--- src/sv/idll_pkg.sv ---
// ----------------------------------------------------------------------------
// idll_pkg
// shared constants, codes and control types of the linked list engine
// ----------------------------------------------------------------------------
package idll_pkg;

   // default configuration
   localparam int SLOTS_DEFAULT      = 256;
   localparam int DATA_WIDTH_DEFAULT = 32;

   // fixed field widths
   localparam int CMD_W    = 2;
   localparam int INDEX_W  = 8;
   localparam int VALUE_W  = 32;
   localparam int STATUS_W = 2;
   localparam int LINK_W   = 8;
   localparam int COUNT_W  = 8;

   // command codes
   localparam logic [CMD_W-1:0] CMD_INSERT = 2'd0;
   localparam logic [CMD_W-1:0] CMD_DELETE = 2'd1;
   localparam logic [CMD_W-1:0] CMD_READ   = 2'd2;

   // status codes
   localparam logic [STATUS_W-1:0] STATUS_OK      = 2'd0;
   localparam logic [STATUS_W-1:0] STATUS_INVALID = 2'd1;
   localparam logic [STATUS_W-1:0] STATUS_FULL    = 2'd2;

   // controller to datapath
   typedef struct packed {
      logic capture;   // latch request, launch table reads
      logic look;      // decode, first write pass
      logic link;      // second write pass of an insert
      logic push;      // load the response register
   } idll_cmd_type;

   // datapath to controller
   typedef struct packed {
      logic ins_ok;    // insert will take a second write pass
      logic out_free;  // response register can take a new result
   } idll_sts_type;

endpackage

--- src/sv/idll_ctrl.sv ---
// ----------------------------------------------------------------------------
// idll_ctrl
// command sequencer: capture, lookup, link, response
// ----------------------------------------------------------------------------
module idll_ctrl (
   input  logic                  clock,
   input  logic                  reset,
   input  logic                  req_valid,
   output logic                  req_ready,
   input  idll_pkg::idll_sts_type sts_in,
   output idll_pkg::idll_cmd_type cmd_out
);
   import idll_pkg::*;

   localparam logic [1:0] S_IDLE = 2'd0;
   localparam logic [1:0] S_LOOK = 2'd1;
   localparam logic [1:0] S_LINK = 2'd2;
   localparam logic [1:0] S_PUSH = 2'd3;

   logic [1:0] state_ff;
   logic [1:0] state_in;

   always_comb begin
      state_in        = state_ff;
      cmd_out         = '0;
      req_ready       = 1'b0;
      case (state_ff)
         S_IDLE: begin
            req_ready = 1'b1;
            if (req_valid) begin
               cmd_out.capture = 1'b1;
               state_in        = S_LOOK;
            end
         end
         S_LOOK: begin
            cmd_out.look = 1'b1;
            state_in     = sts_in.ins_ok ? S_LINK : S_PUSH;
         end
         S_LINK: begin
            cmd_out.link = 1'b1;
            state_in     = S_PUSH;
         end
         S_PUSH: begin
            if (sts_in.out_free) begin
               cmd_out.push = 1'b1;
               state_in     = S_IDLE;
            end
         end
         default: begin
            state_in = S_IDLE;
         end
      endcase
   end

   always_ff @(posedge clock) begin
      if (reset) begin
         state_ff <= S_IDLE;
      end else begin
         state_ff <= state_in;
      end
   end

endmodule

--- config.mk ---
export PLATFORM = sky130hd
export DESIGN_NAME = idll_ctrl
export DESIGN_NICKNAME = d
export VERILOG_FILES = /design/src/sv/idll_pkg.sv /design/src/sv/idll_ctrl.sv
export SDC_FILE = /design/constraint.sdc
export NUM_CORES = 1
export LEC_CHECK = 0
export ABC_AREA = 1
export BUFFER_PORTS_ARGS = -buffer_cell sky130_fd_sc_hd__buf_2
export CORE_AREA = 2 2 39 41
export CTS_CLUSTER_SIZE = 30
export DETAILED_ROUTE_END_ITERATION = 8
export DIE_AREA = 0 0 41 43
export HOLD_SLACK_MARGIN = 0.03
export PLACE_DENSITY_LB_ADDON = 0.1
export REMOVE_ABC_BUFFERS = 1
export SYNTH_ARGS = -nofsm -noshare
export SYNTH_HDL_FRONTEND = slang
export SYNTH_SLANG_ARGS = --single-unit
--- constraint.sdc ---
create_clock -name clock -period 1.9 [get_ports clock]
set_input_delay 0.095 -clock clock [delete_from_list [all_inputs] [get_ports clock]]
set_output_delay 0.095 -clock clock [all_outputs]
set_load 0.02 [all_outputs]
==> results of run 1 <==
## cell usage after synthesis, drive strengths merged
| library cell | number |
|---|---|
| inv | 8 |
| nand3 | 3 |
| nand2 | 10 |
| a21oi | 2 |
| dfxtp | 2 |
| ha | 4 |
## routing by layer
layer / wire length [um] / vias to the layer above
met4: 0 / 0
met3: 48 / 0
met1: 178 / 84
li1: - / 109
met2: 175 / 7
met5: 0 / -
## cells by family (layout without fill, tap and decap cells)
kind of cell / Yosys count / in the layout
fa+ha+maj: 4 / 4
simple gates: 13 / 13
flops: 2 / 2
compound gates: 2 / 2
buf+inv: 8 / 20
## metrics by stage
step                      utilization  hold slack [ns]  power [mW]
after global placement         0.1953           0.2834      0.4021
after floorplan                     -           0.1574      0.3286
after CTS                      0.2116          0.05285      0.4996
final                          0.2116          0.06882      0.4845
after detailed placement       0.1953           0.2901      0.3977
after global routing           0.2116          0.06232      0.5431
## worst max-delay path, delay by kind of cell, from the launching register on
kind / cells / cell delay [ns]
adders and majority gates: 1 / 0.25
buffers and inverters: 3 / 0.26
DFF: 1 / 0.37
and+or+nand+nor: 1 / 0.07
## layout make-up
type	count	area [um^2]	area share
Sequential cell	2	40.04	0.1368
Tap cell	16	20.02	0.06838
Clock buffer	3	22.52	0.07692
Multi-Input combinational cell	19	135.1	0.4615
Inverter	8	30.03	0.1026
Timing Repair Buffer	9	45.04	0.1538
## placed cells by master (no fill, tap or decap)
master,count
buf_2,9
clkbuf_4,3
nand3_2,1
ha_1,4
nand2_2,1
inv_1,8
dfxtp_1,2
nand2_1,8
nand2_4,1
nand3_1,2
a21oi_2,2
## worst max path at each step
stage / from / to / slack [ns]
2_1_floorplan: state_ff[0] / state_ff[0] / 0.75
3_3_place_gp: state_ff[0] / state_ff[0] / 0.74
3_5_place_dp: state_ff[0] / state_ff[0] / 0.76
4_1_cts: state_ff[0] / cmd_out[3] / 0.60
5_1_grt: state_ff[0] / cmd_out[3] / 0.51
6_report: state_ff[0] / cmd_out[3] / 0.62
## report_power, final
part / switching, mW / leakage, nW / total, mW / internal, mW
combinational: 0.189 / 0.158 / 0.304 / 0.115
sequential: 0.0241 / 0.0165 / 0.0879 / 0.0638
clock: 0.0229 / 0.0138 / 0.0925 / 0.0696
total: 0.236 / 0.189 / 0.484 / 0.248
==> results.txt, run 1 <==
Clock Latency Late Sink: 0.22 ns
hold_buf cts: 0
post-synthesis cell area: 205.2 um^2
Placer Congestion: 0.5854
VDD IR max: 458.0 uV
Compound-Gate Fraction of Synth Area: 0.08537
DR DRC count: 0
Synth Warn #: 0
Power per Cell Area: 1655 nW/um^2
worst reg2reg path depth: 5
fin area: 292.8 um^2
biggest regs: state_ff x2
CTS tree: built
initial antenna violation count: 0
Num CTS Buffers: 3
largest area contributor in the netlist: ha_1
grt ovf: 0
area grow syn2layout: 42.68%
Yosys reg bits: 2
RSZ-0062 raised after global routing: no
post-synthesis adder-cell area fraction: 0.2439
relative slew slack: 0.8943
Worst R2R End: state_ff[1]
vias per cell: 3.509
Reg clk slew, reported paths: 0.03 ns
R2R setup slack: 0.76 ns
vias after detailed routing: 200
Cell variety after synth: 9
share of the synthesized area in the top cell type: 0.2439
post-layout min period: 1.276 ns
Max Cap Viol: 0
Hold Crit Start: reset
leak pwr: 0.1888 nW
f_max: 783.9 MHz
fin cells: 57
placed cell areas: 270.3 um^2
die width: 41 um
Crit path required time: 1.80 ns
sequential fraction of the synthesis area: 0.1951
GR Util met1: 0.06688
critical-path cell list: inv_1 -> ha_1 -> nand2_1 -> inv_1 -> buf_2
hold depth: 2
top cells by area, synth: ha_1, dfxtp_1, inv_1
Biggest register: state_ff
post-synthesis simple-gate area fraction: 0.3293
grt peak-use layer: met2
Crit Path Max Fanout: 4
fin. max-slew vios: 0
Routed Wire Length: 402 um
Clk Tree Root Cell: clkbuf_4
Detail Placement HPWL: 329.7 um
max FFs per register: 2
CP most frequent cell: inv_1
Core Footprint: 1384 um^2
WL/cell: 7.053 um
RR Startpoint: state_ff[0]
Setup WS pre-CTS: 0.7585 ns
syn_area_per_cell: 7.076 um^2
port bufs: 9
setup repair bufs after CTS: 0
first drt pass iteration count: 2
Setup violations, final: 0
Worst Path Class, Setup: register to primary output
Antenna Nets Post-Route: 0
startpoint types: register
Starting Density: 0.1483
crit path DAT: 1.18 ns
Final WS setup: 0.6244 ns
Mapped Cells: 29
NumNets Final: 52
Slew @ Worst Pin: 0.1583 ns
hold crit path type: primary input to register
fraction of layout cells with a size suffix above 1: 0.4146
mux contribution to synthesized area: 0
Synth Area in XOR/XNOR: 0
met2 Usage GRT: 0.08750
# diodes: 0
Crit. End Element: primary output
Crit-path slowest cell: dfxtp_1
Global Route Usage Sum: 0.06406
# IOs: 10
FP Rows: 14
Min-Delay Endpoint: state_ff[1]
largest family of logic cells by synthesized area: simple AND/OR/NAND/NOR gates
Die Y: 43 um
CTS sink cnt: 2
outcome: complete, no violations
GR Util met3: 0.04712
Fillers: 162
global-route wire length before repair: 731 um
Die Footprint: 1763 um^2
Clock Tree Buf Depth: 2
largest net degree at the start of global routing: 6
CTS H-tree lvls: 1
CTS resizes: 0
vias in the first global route: 197
Final period util: 0.6714
skew final: 0.00001076 ns
drt initial violations: 3
Slowest Stage Delay on Critical Path: 0.37 ns
TNS Setup: 0 ns
Fin. Hold Viols: 0
Post-Place Cells: 54
Power figures use the tool's default switching activity.
==> run 2: changes to the inputs <==
- clock period: 1.9 -> 1.03 ns (I/O delays scaled with it)
==> run 2 against run 1 <==
The run now ends with setup timing left. Utilization is 13 points higher. Register-to-register slack worse by 0.80 ns. Clock-buffer cell count stayed put. Combinational power grew to 4.1 times the previous value. First-iteration DRC count is 33% lower. Via count is 25% higher. Critical path depth is 1 higher. Design area is 64% higher. Setup slack worse by 0.73 ns. Hold slack better by 0.14 ns. Die area stayed put. Critical path type unchanged. Critical endpoint unchanged. Largest power group unchanged.
==> results.txt, run 2 (synthesis results as in run 1) <==
Slew @ Worst Pin: 0.09791 ns (-0.06042 ns)
relative slew slack: 0.9346 (+0.04033)
CTS tree: built
Worst Path Class, Setup: register to primary output
# diodes: 0 (unchanged)
Detail Placement HPWL: 362.6 um (+10%)
vias per cell: 3.788 (+8.0%)
Routed Wire Length: 508 um (+26%)
Clk Tree Root Cell: clkbuf_4
Global Route Usage Sum: 0.07515 (+0.01109)
hold crit path type: primary input to register
RSZ-0062 raised after global routing: yes
biggest regs: state_ff x2
initial antenna violation count: 0 (unchanged)
Final WS setup: -0.1075 ns (-0.7319 ns)
WL/cell: 7.697 um (+9.1%)
skew final: 0.003617 ns (+0.003607 ns)
Core Footprint: 1384 um^2 (unchanged)
Crit Path Max Fanout: 3 (-1)
Placer Congestion: 0.7228 (+23%)
CTS H-tree lvls: 1 (unchanged)
area grow syn2layout: 133.5%
fin. max-slew vios: 0 (unchanged)
Die Footprint: 1763 um^2 (unchanged)
failing checks: setup timing
Num CTS Buffers: 3 (unchanged)
vias after detailed routing: 250 (+25%)
commonest non-fill, non-tap cell in the layout: buf_6
Crit path required time: 0.98 ns (-0.82 ns)
grt ovf: 0 (unchanged)
vias in the first global route: 238 (+21%)
Final period util: 1.104
crit path DAT: 1.09 ns (-0.09 ns)
CTS sink cnt: 2 (unchanged)
Clock Tree Buf Depth: 2 (unchanged)
NumNets Final: 61 (+17%)
Max Cap Viol: 0 (unchanged)
port bufs: 9 (unchanged)
Starting Density: 0.1483 (unchanged)
leak pwr: 0.2544 nW (+35%)
die width: 41 um (unchanged)
Min Hold Slack: 0.2100 ns (+0.1412 ns)
Core Util, Final: 0.3463 (+0.1347)
Setup violations, final: 7 (+7)
Post-Place Cells: 58 (+7.4%)
Clock Latency Late Sink: 0.22 ns (about the same)
fraction of layout cells with a size suffix above 1: 0.8200 (+0.4054)
VDD IR max: 1513 uV (+230%)
Reg clk slew, reported paths: 0.03 ns (about the same)
Fillers: 142 (-12%)
Biggest register: state_ff
fin cells: 66 (+16%)
# IOs: 10 (unchanged)
outcome: finished, violations left
first drt pass iteration count: 2 (unchanged)
DR DRC count: 0 (unchanged)
most frequent cells in the layout: buf_6, buf_4, inv_1, nand2_2, buf_2
global-route wire length before repair: 848 um (+16%)
largest net degree at the start of global routing: 5 (-1)
Die Y: 43 um (unchanged)
Fin. Hold Viols: 0 (unchanged)
post-layout min period: 1.137 ns
drt initial violations: 2 (-1)
max FFs per register: 2 (unchanged)
Power per Cell Area: 3324 nW/um^2 (+100%)
Antenna Nets Post-Route: 0 (unchanged)
startpoint types: register
FP Rows: 14 (unchanged)
f_max: 879.1 MHz
Crit. End Element: primary output
[run 2: cell count changes in the layout (fill, tap and decap cells not counted), sizes merged]
cell / change
dlygate4sd3: +1
buf: +8
[run 2: report_power, final]
group	total (mW)	internal, mW	switching, mW
Sequential	0.178	0.135	0.0435
Combinational	1.25	0.676	0.573
Clock	0.167	0.128	0.0387
Total	1.59	0.938	0.655
[run 2: cell type report]
type	count	area, um^2	share of cell area
Sequential cell	2	45.04	0.09399
Clock buffer	3	22.52	0.04700
Tap cell	16	20.02	0.04178
Timing Repair Buffer	18	153.9	0.3211
Inverter	8	30.03	0.06266
Multi-Input combinational cell	19	207.7	0.4334
[run 2: stage by stage]
step | area, um^2 | setup TNS [ns] | setup slack [ns] | total power, mW
detailed placement | 300.3 | -0.1438 | -0.05823 | 0.8568
global placement | 300.3 | -0.1228 | -0.05652 | 0.8554
global route | 479.2 | -0.7923 | -0.1560 | 1.738
CTS | 431.7 | -0.3904 | -0.1112 | 1.441
floorplan | 205.2 | -0.2292 | -0.1188 | 0.6062
finish | 479.2 | -0.4545 | -0.1075 | 1.593
[run 2: timing repair]
item / CTS / global route
buffers inserted: 2 / 2
pin swaps: 4 / 5
gates resized for setup: 26 / 8
setup endpoints to repair: 7 / 7
hold endpoints to repair: 2 / 0
hold buffers: 1 / 0
[run 2: worst paths after layout]
| kind | endpoint | from | cells past startpoint | slack [ns] |
|---|---|---|---|---|
| worst max-delay path | cmd_out[3] | state_ff[1] | 6 | -0.11 |
| worst min-delay path | state_ff[0] | sts_in[1] | 6 | 0.21 |
| worst max register to register | state_ff[1] | state_ff[1] | 7 | -0.04 |
| worst min register to register | state_ff[1] | state_ff[1] | 3 | 0.61 |
[run 2: critical path, cell delays in order (launching register included)]
cell and delay, ns:
dfxtp_2 0.34, inv_2 0.07, ha_4 0.16, buf_6 0.11, nand2_4 0.04, inv_2 0.03, buf_6 0.11
[run 2: per-layer routing]
| metal | up-vias | global-route usage | share of wire |
|---|---|---|---|
| met3 | 0 | 0.04712 | 0.069 |
| met4 | 0 | 0.06000 | 0 |
| met5 | - | 0 | 0 |
| li1 | 130 | - | - |
| met1 | 113 | 0.07987 | 0.42 |
| met2 | 7 | 0.1000 | 0.51 |
==> run 3: changes to the inputs <==
- CELL_PAD_IN_SITES_DETAIL_PLACEMENT: unset -> 0
- CELL_PAD_IN_SITES_GLOBAL_PLACEMENT: unset -> 1
- clock period: 1.03 -> 0.95 ns (I/O delays scaled with it)
==> run 3 against run 2 <==
Die area did not move. Sequential power rose by 11%. Setup slack got worse by 0.072 ns. Largest power group unchanged. Critical endpoint unchanged. Largest cell class unchanged. Clock power rose by 8%. The flow still finishes with violations (setup timing). Highest routed layer unchanged.
==> results.txt, run 3 (synthesis results as in run 1) <==
outcome: finished, violations left
failing checks: setup timing
Top delay family on crit path: flip-flops
Slowest Stage Delay on Critical Path: 0.36 ns (+0.02 ns)
fraction of layout cells with a size suffix above 1: 0.7917 (-0.02833)
Crit. End Element: primary output
Die Footprint: 1763 um^2 (unchanged)
fin. max-slew vios: 0 (unchanged)
total power: 1.612 mW (+1.2%)
hold crit path type: primary input to register
post-layout min period: 1.129 ns
VDD IR max: 1423 uV (-6.0%)
Routed Wire Length: 530 um (+4.3%)
Crit-path slowest cell: dfxtp_4
Die Y: 43 um (unchanged)
Crit path required time: 0.90 ns (-0.08 ns)
Crit Path Max Fanout: 3 (unchanged)
met2 Usage GRT: 0.1219 (+0.02187)
commonest non-fill, non-tap cell in the layout: buf_6
most frequent cells in the layout: buf_6, inv_1, buf_4
CTS H-tree lvls: 1 (unchanged)
initial antenna violation count: 0 (unchanged)
Clock Tree Buf Depth: 2 (unchanged)
crit path DAT: 1.08 ns (about the same)
Num CTS Buffers: 3 (unchanged)
Placer Congestion: 0.6770 (-6.3%)
leak pwr: 0.2384 nW (-6.3%)
Final period util: 1.189
CP most frequent cell: buf_6
GR Util met1: 0.09265 (+0.01278)
vias per cell: 3.641 (-3.9%)
Switch Pwr: 0.6806 mW (+3.9%)
Setup violations, final: 7 (unchanged)
f_max: 885.5 MHz
RSZ-0062 raised after global routing: yes
Detail Placement HPWL: 411.3 um (+13%)
Post-Place Cells: 59 (+1.7%)
Reg clk slew, reported paths: 0.03 ns (about the same)
CTS tree: built
relative slew slack: 0.9435 (+0.008834)
biggest regs: state_ff x2
skew final: 0.001758 ns (-0.001859 ns)
Clk Tree Root Cell: clkbuf_4
grt ovf: 0 (unchanged)
Starting Density: 0.1483 (unchanged)
Global Route Usage Sum: 0.08016 (+0.005010)
die width: 41 um (unchanged)
critical-path cell list: inv_4 -> ha_4 -> buf_6 -> nand2_2 -> inv_2 -> buf_6
Setup WS pre-CTS: -0.1418 ns (-0.08360 ns)
WL/cell: 8.281 um (+7.6%)
NumNets Final: 59 (-3.3%)
first drt pass iteration count: 1 (-1)
grt peak-use layer: met2
WP buf/inv: 4 (unchanged)
DR DRC count: 0 (unchanged)
Biggest register: state_ff
vias after detailed routing: 233 (-6.8%)
Power per Cell Area: 3540 nW/um^2 (+6.5%)
CTS sink cnt: 2 (unchanged)
Slew @ Worst Pin: 0.08472 ns (-0.01318 ns)
largest net degree at the start of global routing: 5 (unchanged)
startpoint types: register
Internal: 0.9314 mW (-0.72%)
vias in the first global route: 230 (-3.4%)
# diodes: 0 (unchanged)
GR Util met3: 0.04712 (unchanged)
Max Cap Viol: 0 (unchanged)
sequential cell fraction of total power: 0.123 (+0.011)
drt initial violations: 0 (-2)
Antenna Nets Post-Route: 0 (unchanged)
combinational share of power: 0.764 (-0.020)
Fin. Hold Viols: 0 (unchanged)
clock share of power: 0.113 (+0.008)
Clock Latency Late Sink: 0.22 ns (about the same)
Final WS setup: -0.1793 ns (-0.07182 ns)
global-route wire length before repair: 945 um (+11%)
FP Rows: 14 (unchanged)
Core Footprint: 1384 um^2 (unchanged)
Sw Ratio: 0.4222 (+0.01111)
# IOs: 10 (unchanged)
max FFs per register: 2 (unchanged)
fin cells: 64 (-3.0%)
port bufs: 9 (unchanged)
area grow syn2layout: 122.0%
Worst Path Class, Setup: register to primary output
-- run 3: through the flow --
step / instance area [um^2] / hold slack [ns] / setup TNS (ns) / utilization
detailed placement: 307.8 / 0.2410 / -0.4406 / 0.2224
global route: 455.4 / 0.2389 / -1.261 / 0.3291
finish: 455.4 / 0.2152 / -0.9069 / 0.3291
CTS: 426.7 / 0.2060 / -0.9370 / 0.3083
global placement: 307.8 / 0.2398 / -0.3824 / 0.2224
floorplan: 205.2 / 0.1099 / -0.4414 / -
-- run 3: power by group through the flow --
stage | Sequential, mW | Clock, mW | Combinational (mW)
2_1_floorplan | 0.166 | 0 | 0.491
3_3_place_gp | 0.157 | 0 | 0.804
3_5_place_dp | 0.159 | 0 | 0.803
4_1_cts | 0.176 | 0.196 | 1.18
5_1_grt | 0.207 | 0.216 | 1.35
6_report | 0.198 | 0.181 | 1.23
-- run 3: layer usage --
metal	vias to the layer above	share of wire
met2	9	0.50
met1	101	0.42
met3	0	0.072
met5	-	0
met4	0	0
li1	123	-
-- run 3: layout make-up --
| type | count | area (um^2) |
|---|---|---|
| Fill cell | 170 | 928.4 |
| Multi-Input combinational cell | 19 | 200.2 |
| Timing Repair Buffer | 16 | 135.1 |
| Sequential cell | 2 | 45.04 |
| Inverter | 8 | 32.53 |
| Clock buffer | 3 | 22.52 |
| Tap cell | 16 | 20.02 |
-- run 3: what timing repair did --
| action | in CTS | in global routing |
|---|---|---|
| resized for setup | 25 | 7 |
| setup endpoints to repair | 7 | 7 |
| buffers inserted | 1 | 0 |
| hold endpoints to repair | 2 | 0 |
| pin swaps | 3 | 7 |
| hold buffers | 1 | 0 |
-- run 3: worst register-to-register path, stage by stage (launching register included) --
cell     delay, ns
dfxtp_4       0.36
inv_4         0.04
ha_4          0.15
buf_4         0.14
nand2_4       0.09
nand3_2       0.07
nand2_2       0.07
a21oi_2       0.05
-- run 3: path summary, 6_finish.rpt --
kind	start	endpoint	slack, ns	depth (start not counted)
worst min-delay path	sts_in[1]	state_ff[0]	0.22	6
worst max register to register	state_ff[0]	state_ff[0]	-0.13	7
worst min register to register	state_ff[1]	state_ff[1]	0.60	3
worst max-delay path	state_ff[0]	cmd_out[3]	-0.18	6
